## src/design/tip_pkg.sv

```systemverilog
// Shared types, unit tables and character constants for the time interval text parser.
`default_nettype none

package tip_pkg;

	localparam int NUM_UNITS = 10;
	localparam int NUM_W     = 31;
	localparam int MS_W      = 32;
	localparam int MULT_W    = 27;

	localparam logic [7:0] CH_NUL   = 8'h00;
	localparam logic [7:0] CH_MINUS = 8'h2D;

	localparam logic [3:0]        ULEN_MAX   = 4'd15;
	localparam logic [NUM_W-1:0]  DAYS_MAX   = 31'd24;
	localparam logic [MULT_W-1:0] MS_PER_SEC = 27'd1000;
	localparam logic [MS_W-1:0]   LIMIT_MS   = 32'h8000_0000;

	// Unit words in order of priority, right aligned, first letter highest.
	localparam logic [95:0] UNIT_WORD [NUM_UNITS] = '{
		96'("days"), 96'("hours"), 96'("minutes"), 96'("mins"), 96'("seconds"),
		96'("secs"), 96'("milliseconds"), 96'("millisecs"), 96'("mseconds"),
		96'("msecs")
	};
	localparam logic [3:0] UNIT_LEN [NUM_UNITS] = '{
		4'd4, 4'd5, 4'd7, 4'd4, 4'd7, 4'd4, 4'd12, 4'd9, 4'd8, 4'd5
	};
	localparam logic [MULT_W-1:0] UNIT_MULT [NUM_UNITS] = '{
		27'd86400000, 27'd3600000, 27'd60000, 27'd60000, 27'd1000,
		27'd1000, 27'd1, 27'd1, 27'd1, 27'd1
	};

	typedef enum logic [3:0] {
		PH_LEAD1,
		PH_LEAD2,
		PH_NUM,
		PH_PUNCT1,
		PH_TAIL0,
		PH_UNIT,
		PH_SPACE1,
		PH_PUNCT2,
		PH_END
	} phase_t;

	typedef struct packed {
		logic [7:0] ch;
		logic       has_char;
		logic       last;
	} text_word_t;

	typedef struct packed {
		logic              ok;
		logic              value_written;
		logic signed [31:0] interval_ms;
	} result_word_t;

	// A byte after classification, as held in the queue.
	typedef struct packed {
		logic [7:0] lc;
		logic [3:0] dval;
		logic       has_char;
		logic       last;
		logic       is_nul;
		logic       is_space;
		logic       is_digit;
		logic       is_alpha;
		logic       is_pnm;
		logic       is_minus;
	} class_word_t;

	// Work handed from the sequencer to the accumulator for one word.
	typedef struct packed {
		logic              valid;
		logic              last;
		logic              a_en;
		logic [NUM_W-1:0]  a_num;
		logic [MULT_W-1:0] a_mult;
		logic              b_en;
		logic [NUM_W-1:0]  b_num;
		logic              failed;
		logic              units_known;
		logic              negative;
	} work_t;

endpackage

`default_nettype wire

```

## src/design/tip_if.sv

```systemverilog
// Valid/ready channel interfaces for text words and result words.
`default_nettype none

interface tip_text_if;
	import tip_pkg::*;
	logic       valid;
	logic       ready;
	text_word_t data;
	modport source (output valid, output data, input ready);
	modport sink (input valid, input data, output ready);
endinterface

interface tip_result_if;
	import tip_pkg::*;
	logic         valid;
	logic         ready;
	result_word_t data;
	modport source (output valid, output data, input ready);
	modport sink (input valid, input data, output ready);
endinterface

`default_nettype wire

```

## src/design/tip_front.sv

```systemverilog
// Front end: takes text words and sorts each byte into its character classes.
`default_nettype none

module tip_front (
	tip_text_if.sink             text,
	input  wire logic            full,
	output logic                 push,
	output tip_pkg::class_word_t push_word
);
	import tip_pkg::*;

	logic [7:0] ch;
	logic       is_upper;
	logic       is_punct;

	assign ch         = text.data.ch;
	assign text.ready = !full;
	assign push       = text.valid && !full;

	always_comb begin
		is_upper = ch inside {[8'd65:8'd90]};
		is_punct = ch inside {[8'd33:8'd47], [8'd58:8'd64], [8'd91:8'd96], [8'd123:8'd126]};
		push_word.lc       = is_upper ? (ch | 8'h20) : ch;
		push_word.dval     = ch[3:0];
		push_word.has_char = text.data.has_char;
		push_word.last     = text.data.last;
		push_word.is_nul   = (ch == CH_NUL);
		push_word.is_space = ch inside {[8'd9:8'd13], 8'd32};
		push_word.is_digit = ch inside {[8'd48:8'd57]};
		push_word.is_alpha = is_upper || (ch inside {[8'd97:8'd122]});
		push_word.is_pnm   = is_punct && (ch != CH_MINUS);
		push_word.is_minus = (ch == CH_MINUS);
	end

endmodule

`default_nettype wire

```

## src/design/tip_queue.sv

```systemverilog
// Short queue of classified words between the front end and the sequencer.
`default_nettype none

module tip_queue #(
	parameter int DEPTH = 4
) (
	input  wire logic                 clk,
	input  wire logic                 arst_n,
	input  wire logic                 push,
	input  wire tip_pkg::class_word_t push_word,
	input  wire logic                 pop,
	output logic                      full,
	output logic                      empty,
	output tip_pkg::class_word_t      head
);
	import tip_pkg::*;

	localparam int PTR_W = $clog2(DEPTH);
	localparam int CNT_W = $clog2(DEPTH + 1);

	class_word_t      mem_q [DEPTH];
	logic [PTR_W-1:0] wr_ptr_q;
	logic [PTR_W-1:0] rd_ptr_q;
	logic [CNT_W-1:0] count_q;

	assign full  = (count_q == CNT_W'(DEPTH));
	assign empty = (count_q == '0);
	assign head  = mem_q[rd_ptr_q];

	always_ff @(posedge clk) begin
		if (push) begin
			mem_q[wr_ptr_q] <= push_word;
		end
	end

	always_ff @(posedge clk or negedge arst_n) begin
		if (!arst_n) begin
			wr_ptr_q <= '0;
			rd_ptr_q <= '0;
			count_q  <= '0;
		end else begin
			if (push) begin
				wr_ptr_q <= (wr_ptr_q == PTR_W'(DEPTH - 1)) ? '0 : wr_ptr_q + 1'b1;
			end
			if (pop) begin
				rd_ptr_q <= (rd_ptr_q == PTR_W'(DEPTH - 1)) ? '0 : rd_ptr_q + 1'b1;
			end
			case ({push, pop})
				2'b10:   count_q <= count_q + 1'b1;
				2'b01:   count_q <= count_q - 1'b1;
				default: count_q <= count_q;
			endcase
		end
	end

endmodule

`default_nettype wire

```

## src/design/tip_seq.sv

```systemverilog
// Parse sequencer: walks the phases for one classified word per cycle while the queue holds a word and adv is high.
`default_nettype none

module tip_seq (
	input  wire logic                 clk,
	input  wire logic                 arst_n,
	input  wire logic                 adv,
	input  wire logic                 empty,
	input  wire tip_pkg::class_word_t head,
	output logic                      pop,
	output tip_pkg::work_t            work_s1
);
	import tip_pkg::*;

	typedef struct packed {
		logic              found;
		logic              days_fail;
		logic [MULT_W-1:0] mult;
	} resolve_t;

	typedef struct packed {
		logic             over;
		logic [NUM_W-1:0] value;
	} num_step_t;

	function automatic logic [NUM_UNITS-1:0] letter_keep(input logic [3:0] pos,
			input logic [7:0] lc);
		logic [NUM_UNITS-1:0] keep;
		logic [3:0]           off;
		keep = '0;
		for (int i = 0; i < NUM_UNITS; i++) begin
			off     = UNIT_LEN[i] - pos - 4'd1;
			keep[i] = (pos < UNIT_LEN[i]) && (UNIT_WORD[i][{off, 3'b000} +: 8] == lc);
		end
		return keep;
	endfunction

	function automatic resolve_t resolve_unit(input logic [NUM_UNITS-1:0] cand,
			input logic [NUM_W-1:0] num);
		resolve_t r;
		r = '0;
		// The lowest candidate wins, so it is visited last.
		for (int i = NUM_UNITS - 1; i >= 0; i--) begin
			if (cand[i]) begin
				r.found = 1'b1;
				r.mult  = UNIT_MULT[i];
			end
		end
		r.days_fail = cand[0] && (num > DAYS_MAX);
		return r;
	endfunction

	function automatic num_step_t num_step(input logic [NUM_W-1:0] num, input logic [3:0] d);
		logic [NUM_W+3:0] n;
		num_step_t        s;
		n       = {1'b0, num, 3'b000} + {3'b000, num, 1'b0} + (NUM_W + 4)'(d);
		s.over  = |n[NUM_W+3:NUM_W];
		s.value = n[NUM_W-1:0];
		return s;
	endfunction

	phase_t               phase_q, phase_d;
	logic                 neg_q, neg_d;
	logic [NUM_W-1:0]     cur_q, cur_d;
	logic                 known_q, known_d;
	logic [3:0]           ulen_q, ulen_d;
	logic [NUM_UNITS-1:0] cand_q, cand_d;
	logic                 failed_q, failed_d;
	logic                 go;
	logic                 fin;
	resolve_t             rs_feed, rs_fin;
	num_step_t            ns;
	work_t                work_d;

	assign pop = adv && !empty;

	always_ff @(posedge clk or negedge arst_n) begin
		if (!arst_n) begin
			phase_q  <= PH_LEAD1;
			neg_q    <= 1'b0;
			cur_q    <= '0;
			known_q  <= 1'b1;
			ulen_q   <= '0;
			cand_q   <= '1;
			failed_q <= 1'b0;
			work_s1  <= '0;
		end else if (adv) begin
			if (pop) begin
				phase_q  <= phase_d;
				neg_q    <= neg_d;
				cur_q    <= cur_d;
				known_q  <= known_d;
				ulen_q   <= ulen_d;
				cand_q   <= cand_d;
				failed_q <= failed_d;
			end
			work_s1 <= work_d;
		end
	end

	always_comb begin
		phase_d  = phase_q;
		neg_d    = neg_q;
		cur_d    = cur_q;
		known_d  = known_q;
		ulen_d   = ulen_q;
		cand_d   = cand_q;
		failed_d = failed_q;
		go       = 1'b0;
		fin      = 1'b0;
		work_d   = '0;
		rs_feed  = resolve_unit(cand_q, cur_q);
		ns       = num_step(cur_q, head.dval);

		if (head.has_char && phase_q != PH_END) begin
			if (head.is_nul) begin
				fin = 1'b1;
			end else begin
				go = 1'b1;
			end
		end

		// A byte may pass through several phases; the phases are visited in order.
		if (go && phase_d == PH_LEAD1) begin
			if (head.is_space) begin
				go = 1'b0;
			end else begin
				phase_d = PH_LEAD2;
				if (head.is_minus) begin
					neg_d = 1'b1;
					go    = 1'b0;
				end
			end
		end
		if (go && phase_d == PH_LEAD2) begin
			if (head.is_space) begin
				go = 1'b0;
			end else if (head.is_digit) begin
				cur_d   = '0;
				phase_d = PH_NUM;
			end else begin
				failed_d = 1'b1;
				phase_d  = PH_END;
				go       = 1'b0;
			end
		end
		if (go && phase_d == PH_NUM) begin
			if (head.is_digit) begin
				// Entered from the lead phases the number is zero and cannot overflow.
				if (phase_q == PH_NUM && ns.over) begin
					failed_d = 1'b1;
					phase_d  = PH_END;
				end else if (phase_q == PH_NUM) begin
					cur_d = ns.value;
				end else begin
					cur_d = NUM_W'(head.dval);
				end
				go = 1'b0;
			end else begin
				phase_d = PH_PUNCT1;
			end
		end
		if (go && phase_d == PH_PUNCT1) begin
			if (head.is_pnm) begin
				go = 1'b0;
			end else if (head.is_alpha) begin
				ulen_d  = '0;
				cand_d  = '1;
				phase_d = PH_UNIT;
			end else begin
				phase_d = PH_TAIL0;
			end
		end
		if (go && phase_d == PH_TAIL0) begin
			if (!head.is_space) begin
				failed_d = 1'b1;
				phase_d  = PH_END;
			end
			go = 1'b0;
		end
		if (go && phase_d == PH_UNIT) begin
			if (head.is_alpha) begin
				cand_d = cand_d & letter_keep(ulen_d, head.lc);
				if (ulen_d != ULEN_MAX) begin
					ulen_d = ulen_d + 4'd1;
				end
				go = 1'b0;
			end else if (rs_feed.days_fail) begin
				failed_d = 1'b1;
				phase_d  = PH_END;
				go       = 1'b0;
			end else begin
				if (rs_feed.found) begin
					work_d.a_en   = 1'b1;
					work_d.a_num  = cur_q;
					work_d.a_mult = rs_feed.mult;
				end else begin
					known_d = 1'b0;
				end
				phase_d = PH_SPACE1;
			end
		end
		if (go && phase_d == PH_SPACE1) begin
			if (head.is_space) begin
				go = 1'b0;
			end else begin
				phase_d = PH_PUNCT2;
			end
		end
		if (go && phase_d == PH_PUNCT2) begin
			if (head.is_pnm) begin
				go = 1'b0;
			end else if (head.is_digit) begin
				phase_d = PH_NUM;
			end else begin
				failed_d = 1'b1;
				phase_d  = PH_END;
				go       = 1'b0;
			end
		end
		if (go && phase_d == PH_NUM) begin
			// Coming back from the separator phases: a fresh number starts here.
			cur_d = NUM_W'(head.dval);
			go    = 1'b0;
		end

		// End of text, by a NUL byte or by the last flag.
		rs_fin = resolve_unit(cand_d, cur_d);
		if ((fin || head.last) && phase_d != PH_END) begin
			case (phase_d)
				PH_LEAD1, PH_LEAD2: begin
					failed_d = 1'b1;
				end
				PH_NUM, PH_PUNCT1, PH_TAIL0: begin
					work_d.b_en  = 1'b1;
					work_d.b_num = cur_d;
					known_d      = 1'b1;
				end
				PH_UNIT: begin
					if (rs_fin.days_fail) begin
						failed_d = 1'b1;
					end else if (rs_fin.found) begin
						work_d.a_en   = 1'b1;
						work_d.a_num  = cur_d;
						work_d.a_mult = rs_fin.mult;
					end else begin
						known_d = 1'b0;
					end
				end
				default: begin
				end
			endcase
			phase_d = PH_END;
		end

		work_d.valid       = pop;
		work_d.last        = head.last;
		work_d.failed      = failed_d;
		work_d.units_known = known_d;
		work_d.negative    = neg_d;
		if (!pop) begin
			work_d = '0;
		end

		if (head.last) begin
			phase_d  = PH_LEAD1;
			neg_d    = 1'b0;
			cur_d    = '0;
			known_d  = 1'b1;
			ulen_d   = '0;
			cand_d   = '1;
			failed_d = 1'b0;
		end
	end

endmodule

`default_nettype wire

```

## src/design/tip_acc.sv

```systemverilog
// Back end: multiplies the unit amounts, sums milliseconds and holds the result word.
`default_nettype none

module tip_acc (
	input  wire logic           clk,
	input  wire logic           arst_n,
	input  wire tip_pkg::work_t work_s1,
	output logic                adv,
	tip_result_if.source        result
);
	import tip_pkg::*;

	logic              valid_s2, last_s2;
	logic              failed_s2, known_s2, neg_s2;
	logic [MS_W-1:0]   prod_a_s2, prod_b_s2;
	logic [MS_W-1:0]   total_q;
	logic [MS_W-1:0]   sum;
	logic              res_valid_s3;
	logic [MS_W-1:0]   res_total_s3;
	logic              res_failed_s3, res_known_s3, res_neg_s3;
	logic              out_valid_q;
	result_word_t      out_q;
	logic              written;
	logic [MS_W-1:0]   magnitude;

	assign adv          = !out_valid_q || result.ready;
	assign result.valid = out_valid_q;
	assign result.data  = out_q;
	assign sum          = total_q + prod_a_s2 + prod_b_s2;
	assign written      = (res_total_s3 <= LIMIT_MS);
	assign magnitude    = res_neg_s3 ? (~res_total_s3 + 1'b1) : res_total_s3;

	always_ff @(posedge clk) begin
		if (adv) begin
			prod_a_s2 <= work_s1.a_en ? (MS_W'(work_s1.a_num) * MS_W'(work_s1.a_mult)) : '0;
			prod_b_s2 <= work_s1.b_en ? (MS_W'(work_s1.b_num) * MS_W'(MS_PER_SEC)) : '0;
			last_s2   <= work_s1.last;
			failed_s2 <= work_s1.failed;
			known_s2  <= work_s1.units_known;
			neg_s2    <= work_s1.negative;
			if (valid_s2 && last_s2) begin
				res_total_s3  <= sum;
				res_failed_s3 <= failed_s2;
				res_known_s3  <= known_s2;
				res_neg_s3    <= neg_s2;
			end
			if (res_valid_s3) begin
				out_q.ok            <= written && !res_failed_s3 && res_known_s3;
				out_q.value_written <= written;
				out_q.interval_ms   <= written ? $signed(magnitude) : '0;
			end
		end
	end

	always_ff @(posedge clk or negedge arst_n) begin
		if (!arst_n) begin
			valid_s2     <= 1'b0;
			total_q      <= '0;
			res_valid_s3 <= 1'b0;
			out_valid_q  <= 1'b0;
		end else if (adv) begin
			valid_s2     <= work_s1.valid;
			res_valid_s3 <= valid_s2 && last_s2;
			out_valid_q  <= res_valid_s3;
			if (valid_s2) begin
				total_q <= last_s2 ? '0 : sum;
			end
		end
	end

endmodule

`default_nettype wire

```

## src/design/time_interval_text_parser.sv

```systemverilog
// Top level of the time interval text parser: front end, queue, sequencer and accumulator.
`default_nettype none

//  Channel | Direction | Payload                               | Handshake
//  --------+-----------+---------------------------------------+-------------
//  text    | in        | ch[7:0], has_char, last               | valid/ready
//  result  | out       | ok, value_written, interval_ms[31:0]  | valid/ready
//
// One text word is taken every clock cycle while the queue has room; the sequencer
// retires one word per cycle unless a result word is held at the output, so the
// sustained rate is one word per cycle. The word flagged last is written to the queue
// at the accepting edge, then passes the sequencer register, the product register, the
// sum register and the output register, from which its result word is presented.
// Reset clears every control register at once; there is no clearing pass.
// While a result word waits at the output the back end holds still and the queue
// keeps taking text words until it is full, QUEUE_DEPTH words deep.

module time_interval_text_parser #(
	parameter int QUEUE_DEPTH = 4
) (
	input  wire logic    clk,
	input  wire logic    arst_n,
	tip_text_if.sink     text,
	tip_result_if.source result
);
	import tip_pkg::*;

	// Front end: classify each byte and push it into the queue when there is room.
	logic        push;
	class_word_t push_word;
	logic        full;
	logic        empty;
	logic        pop;
	class_word_t head;
	logic        adv;
	work_t       work_s1;

	tip_front u_front (
		.text      (text),
		.full      (full),
		.push      (push),
		.push_word (push_word)
	);

	// The queue decouples the accepting side from the parsing side.
	tip_queue #(
		.DEPTH (QUEUE_DEPTH)
	) u_queue (
		.clk       (clk),
		.arst_n    (arst_n),
		.push      (push),
		.push_word (push_word),
		.pop       (pop),
		.full      (full),
		.empty     (empty),
		.head      (head)
	);

	// The sequencer holds the parse state and turns each word into work for the
	// accumulator: at most one unit amount and one bare seconds amount per word.
	tip_seq u_seq (
		.clk     (clk),
		.arst_n  (arst_n),
		.adv     (adv),
		.empty   (empty),
		.head    (head),
		.pop     (pop),
		.work_s1 (work_s1)
	);

	// The accumulator multiplies, sums modulo 2^32 and forms the signed result;
	// its output register gates the whole back end through adv.
	tip_acc u_acc (
		.clk     (clk),
		.arst_n  (arst_n),
		.work_s1 (work_s1),
		.adv     (adv),
		.result  (result)
	);

endmodule

`default_nettype wire
```

## src/flat_wrapper.sv

```systemverilog
// flat-port wrapper written by rule: the top's interface ports become plain ports
module time_interval_text_parser_flat import tip_pkg::*;
#(
	parameter int QUEUE_DEPTH = 4
)
  (clk, arst_n, text_valid, text_data, text_ready, result_valid, result_data, result_ready);
  tip_text_if text_i ();
  tip_result_if result_i ();
  input  wire logic clk;
  input  wire logic arst_n;
  input wire logic [$bits(text_i.valid)-1:0] text_valid;
  input wire logic [$bits(text_i.data)-1:0] text_data;
  output wire logic [$bits(text_i.ready)-1:0] text_ready;
  output wire logic [$bits(result_i.valid)-1:0] result_valid;
  output wire logic [$bits(result_i.data)-1:0] result_data;
  input wire logic [$bits(result_i.ready)-1:0] result_ready;
  assign text_i.valid = text_valid;
  assign text_i.data = text_data;
  assign text_ready = text_i.ready;
  assign result_valid = result_i.valid;
  assign result_data = result_i.data;
  assign result_i.ready = result_ready;
  time_interval_text_parser #(.QUEUE_DEPTH(QUEUE_DEPTH)) u_core (.clk(clk), .arst_n(arst_n), .text(text_i), .result(result_i));
endmodule
```

## config.mk

```make
export PLATFORM = sky130hd
export DESIGN_NAME = time_interval_text_parser_flat
export DESIGN_NICKNAME = d
export VERILOG_FILES = /design/src/design/tip_pkg.sv /design/src/design/tip_if.sv /design/src/design/tip_front.sv /design/src/design/tip_queue.sv /design/src/design/tip_seq.sv /design/src/design/tip_acc.sv /design/src/design/time_interval_text_parser.sv /design/src/flat_wrapper.sv
export SDC_FILE = /design/constraint.sdc
export NUM_CORES = 2
export LEC_CHECK = 0
export BUFFER_PORTS_ARGS = -buffer_cell sky130_fd_sc_hd__buf_2
export CORE_ASPECT_RATIO = 2
export CORE_MARGIN = 2
export CORE_UTILIZATION = 45
export CTS_CLUSTER_DIAMETER = 30
export DETAILED_ROUTE_END_ITERATION = 10
export GPL_TIMING_DRIVEN = 1
export SLEW_MARGIN = 20
export SYNTH_ARGS = -nofsm -noshare
export SYNTH_HDL_FRONTEND = slang
export SYNTH_SLANG_ARGS = --single-unit
```

## constraint.sdc

```tcl
create_clock -name clk -period 8.3 [get_ports clk]
set_input_delay 1.66 -clock clk [delete_from_list [all_inputs] [get_ports clk]]
set_output_delay 1.66 -clock clk [all_outputs]
set_load 0.02 [all_outputs]
```

==> impl_metrics.tcl <==
set metrics [dict create \
    status "complete, no violations" \
    cap_viol_max_count 0 \
    root_buffer "clkbuf_16" \
    path_class "reg2reg" \
    period_share_pct 92.1 \
    async_flop_share_pct 46.3 \
    io_pins 50 \
    crit_arrival_ps 8040 \
    grt_overflow 0 \
    grt_pass1_wl_um 173000 \
    yosysUniqueCellTypes 97 \
    pwr-share-seq_pct 33.9 \
    cts_max_level 2 \
    wire_per_inst_um 23.1 \
    cts-hold-fix-buffers 0 \
    clk_pin_slew_ps 60 \
    setup_viol 0 \
    netlist_area_um2 36900 \
    area_growth_pct 9.91 \
    place_hpwl_um 91900 \
    max-slew-margin-rel_pct 30.5 \
    synthCells 3658 \
    initial_core_util_pct 45.5 \
    grt_pass1_vias 30200 \
    ant_nets 0 \
    postSynthAreaPerCell_um2 10.1 \
    hold_viol_final 0 \
    crit_path_max_fanout 20 \
    ys.warnings.count 0 \
    drive_above_1_share_pct 8.15 \
    dieHeight_um 409 \
    final_nets 4465 \
    drt_pre_antenna_iters 6 \
    rsz0062_at_grt "false" \
    core_um2 81300 \
    layout_commonest_cell "inv_1" \
    grt_usage_pct 27.3 \
    clkPwrFrac_pct 29.9 \
    drt_iter0_markers 1447 \
    slew_viol_final 0 \
    remaining_drc_errors 0 \
    fin_setup_tns_ps 0 \
    final_util_pct 50.0 \
    antenna_found_initial 1 \
    drt-vias-per-instance 5.71 \
    die_w_um 207 \
    synth_seq_area_share_pct 27.7 \
    port_buffers 49 \
    fmax_ghz 0.131 \
    clock_skew_ps 46.6 \
    power.density_cell_area_nw_per_um2 205 \
    cts_resized 0 \
    holdWs_ps 438 \
    intPower_w 0.00509 \
    combPwrFrac_pct 36.2 \
    setup_ws_ps 658 \
    cts_tree "yes" \
    worst_pin_slew_ps 1030 \
    gp_congestion 0.981 \
    core.rowCount 148 \
    synth_ff_type "edfxtp_1" \
    postCtsSetupRepairBufs 0 \
    worstPathRequired_ps 8690 \
    ir_worst_vdd_uv 241 \
    power_switching_w 0.00322 \
    clk_latency_ps 650 \
    cts_sinks 369 \
    final_cell_mix "510 x inv_1, 394 x fa_1, 354 x ha_1" \
    dieArea_um2 84600 \
    p_leak_nw 19.7 \
    end_kind "flop" \
    ys_ff_latch 369 \
    synth_fp_nets 4420 \
    grt_max_degree 75 \
    swShare_pct 38.7 \
    antenna_cells 0 \
    clock_path_buffers 3 \
    synth_edf_count 198 \
    worstHoldPathType "reg2reg" \
    period_minus_slack_ps 7640 \
    vias 27400 \
    drt-total-wl_um 111000 \
    critPathLaunchType "flop" \
    cts_buffers 59 \
    place_ws_ps 707 \
]
power by group through the flow:
stage	registers (W)	logic [W]	clock network, W
6_report	0.00281	0.00301	0.00248
3_3_place_gp	0.00285	0.00295	0
3_5_place_dp	0.00285	0.00299	0
2_1_floorplan	0.00281	0.00207	0
4_1_cts	0.00282	0.00300	0.00253
5_1_grt	0.00287	0.00330	0.00260
sequential cells by signal, summed over array words and instances (netlist names), 10 cells and up:
register,flops
u_core.u_seq.cand_q,10
u_core.u_seq.cur_q,31
u_core.u_acc.prod_b_s2,29
u_core.u_acc.res_total_s3,32
u_core.u_seq.work_s1,77
u_core.u_acc.prod_a_s2,32
u_core.u_acc.total_q,32
u_core.u_queue.mem_q,64
u_core.u_acc.result.data,34
layout make-up:
type	count	area (um2)
fill	7512	40700
multi-input combinational	2636	24200
tap	1050	1310
timing repair buffer	123	842
clock inverter	48	509
clock buffer	64	1530
sequential	369	10200
inverter	514	1930
cell families (layout without fill, tap and decap cells):
logic type | Yosys count | count (layout) | synth area share, %
AND/OR/NAND/NOR | 974 | 974 | 13.4
buffers and inverters | 653 | 749 | 6.74
adder cells (fa/ha/maj) | 748 | 748 | 33.3
XOR/XNOR | 195 | 195 | 4.62
multiplexers | 33 | 33 | 1.39
AO/OA/AOI/OAI | 686 | 686 | 12.8
flip-flops | 369 | 369 | 27.7
final timing paths:
| kind | from | endpoint | slack, ps | cells after the start |
|---|---|---|---|---|
| min in group asynchronous | arst_n | u_core.u_acc.total_q[28] | 1040 | 1 |
| worst max register to register | u_core.u_seq.work_s1[42] | u_core.u_acc.prod_a_s2[30] | 660 | 24 |
| worst max-delay path | u_core.u_seq.work_s1[42] | u_core.u_acc.prod_a_s2[30] | 660 | 24 |
| worst min-delay path | u_core.u_acc.neg_s2 | u_core.u_acc.res_neg_s3 | 440 | 0 |
| max in group asynchronous | arst_n | u_core.u_seq.work_s1[72] | 5860 | 2 |
| worst min register to register | u_core.u_acc.neg_s2 | u_core.u_acc.res_neg_s3 | 440 | 0 |
synthesized netlist by cell type, drive strengths merged (12+ instances only):
cell type / count / share of area, %
o31ai: 32 / 0.69
nor4: 25 / 0.46
xor2: 64 / 1.5
o21a: 23 / 0.47
o22ai: 22 / 0.37
nor3: 65 / 0.91
edfxtp: 198 / 16
mux2i: 14 / 0.38
xnor2: 131 / 3.1
ha: 354 / 12
a21oi: 138 / 1.9
fa: 394 / 21
mux4: 14 / 0.85
clkbuf: 112 / 1.1
a21o: 38 / 0.77
a31oi: 31 / 0.52
nor2b: 36 / 0.61
a22o: 79 / 1.9
and3: 40 / 0.68
or3: 25 / 0.42
nor2: 180 / 1.8
o211ai: 12 / 0.27
o21ai: 145 / 2.0
nand3: 49 / 0.69
or2: 15 / 0.25
a22oi: 18 / 0.37
and2: 216 / 3.7
nand2b: 14 / 0.24
inv: 512 / 5.2
nand2: 262 / 2.7
dfrtp: 160 / 11
buf: 27 / 0.38
a211oi: 13 / 0.28
o41ai: 14 / 0.33
metal layers:
| layer | vias up | global-route usage, % | share of wire (%) |
|---|---|---|---|
| li1 | 12600 | - | - |
| met1 | 13500 | 24.5 | 31 |
| met3 | 457 | 2.74 | 3.1 |
| met2 | 809 | 52.1 | 55 |
| met4 | 0 | 24.5 | 11 |
| met5 | - | 0 | 0 |
metrics by stage:
step                      total power [W]  area (um2)  std cells
after global placement            0.00580       38500       4691
final                             0.00830       40600       4804
after CTS                         0.00835       40600       4803
after floorplan                   0.00487       36900       3658
after global routing              0.00877       40600       4804
after detailed placement          0.00584       38500       4691
worst max-delay path, cell delays in order, from the launching register on:
cell and delay [ps]:
dfrtp_1 620, and2_1 310, fa_1 520, inv_1 50, fa_1 480, inv_1 50
fa_1 470, ha_1 200, fa_1 470, inv_1 50, fa_1 480, fa_1 490
inv_1 40, ha_1 340, and3_1 200, nand3_1 110, a31oi_1 230, a2111oi_0 750
o31ai_1 250, o41ai_1 450, o21ai_0 230, a21o_1 210, a21oi_1 160, xnor2_1 80
and2_1 140
No activity file was read; power rests on OpenSTA's default activity.
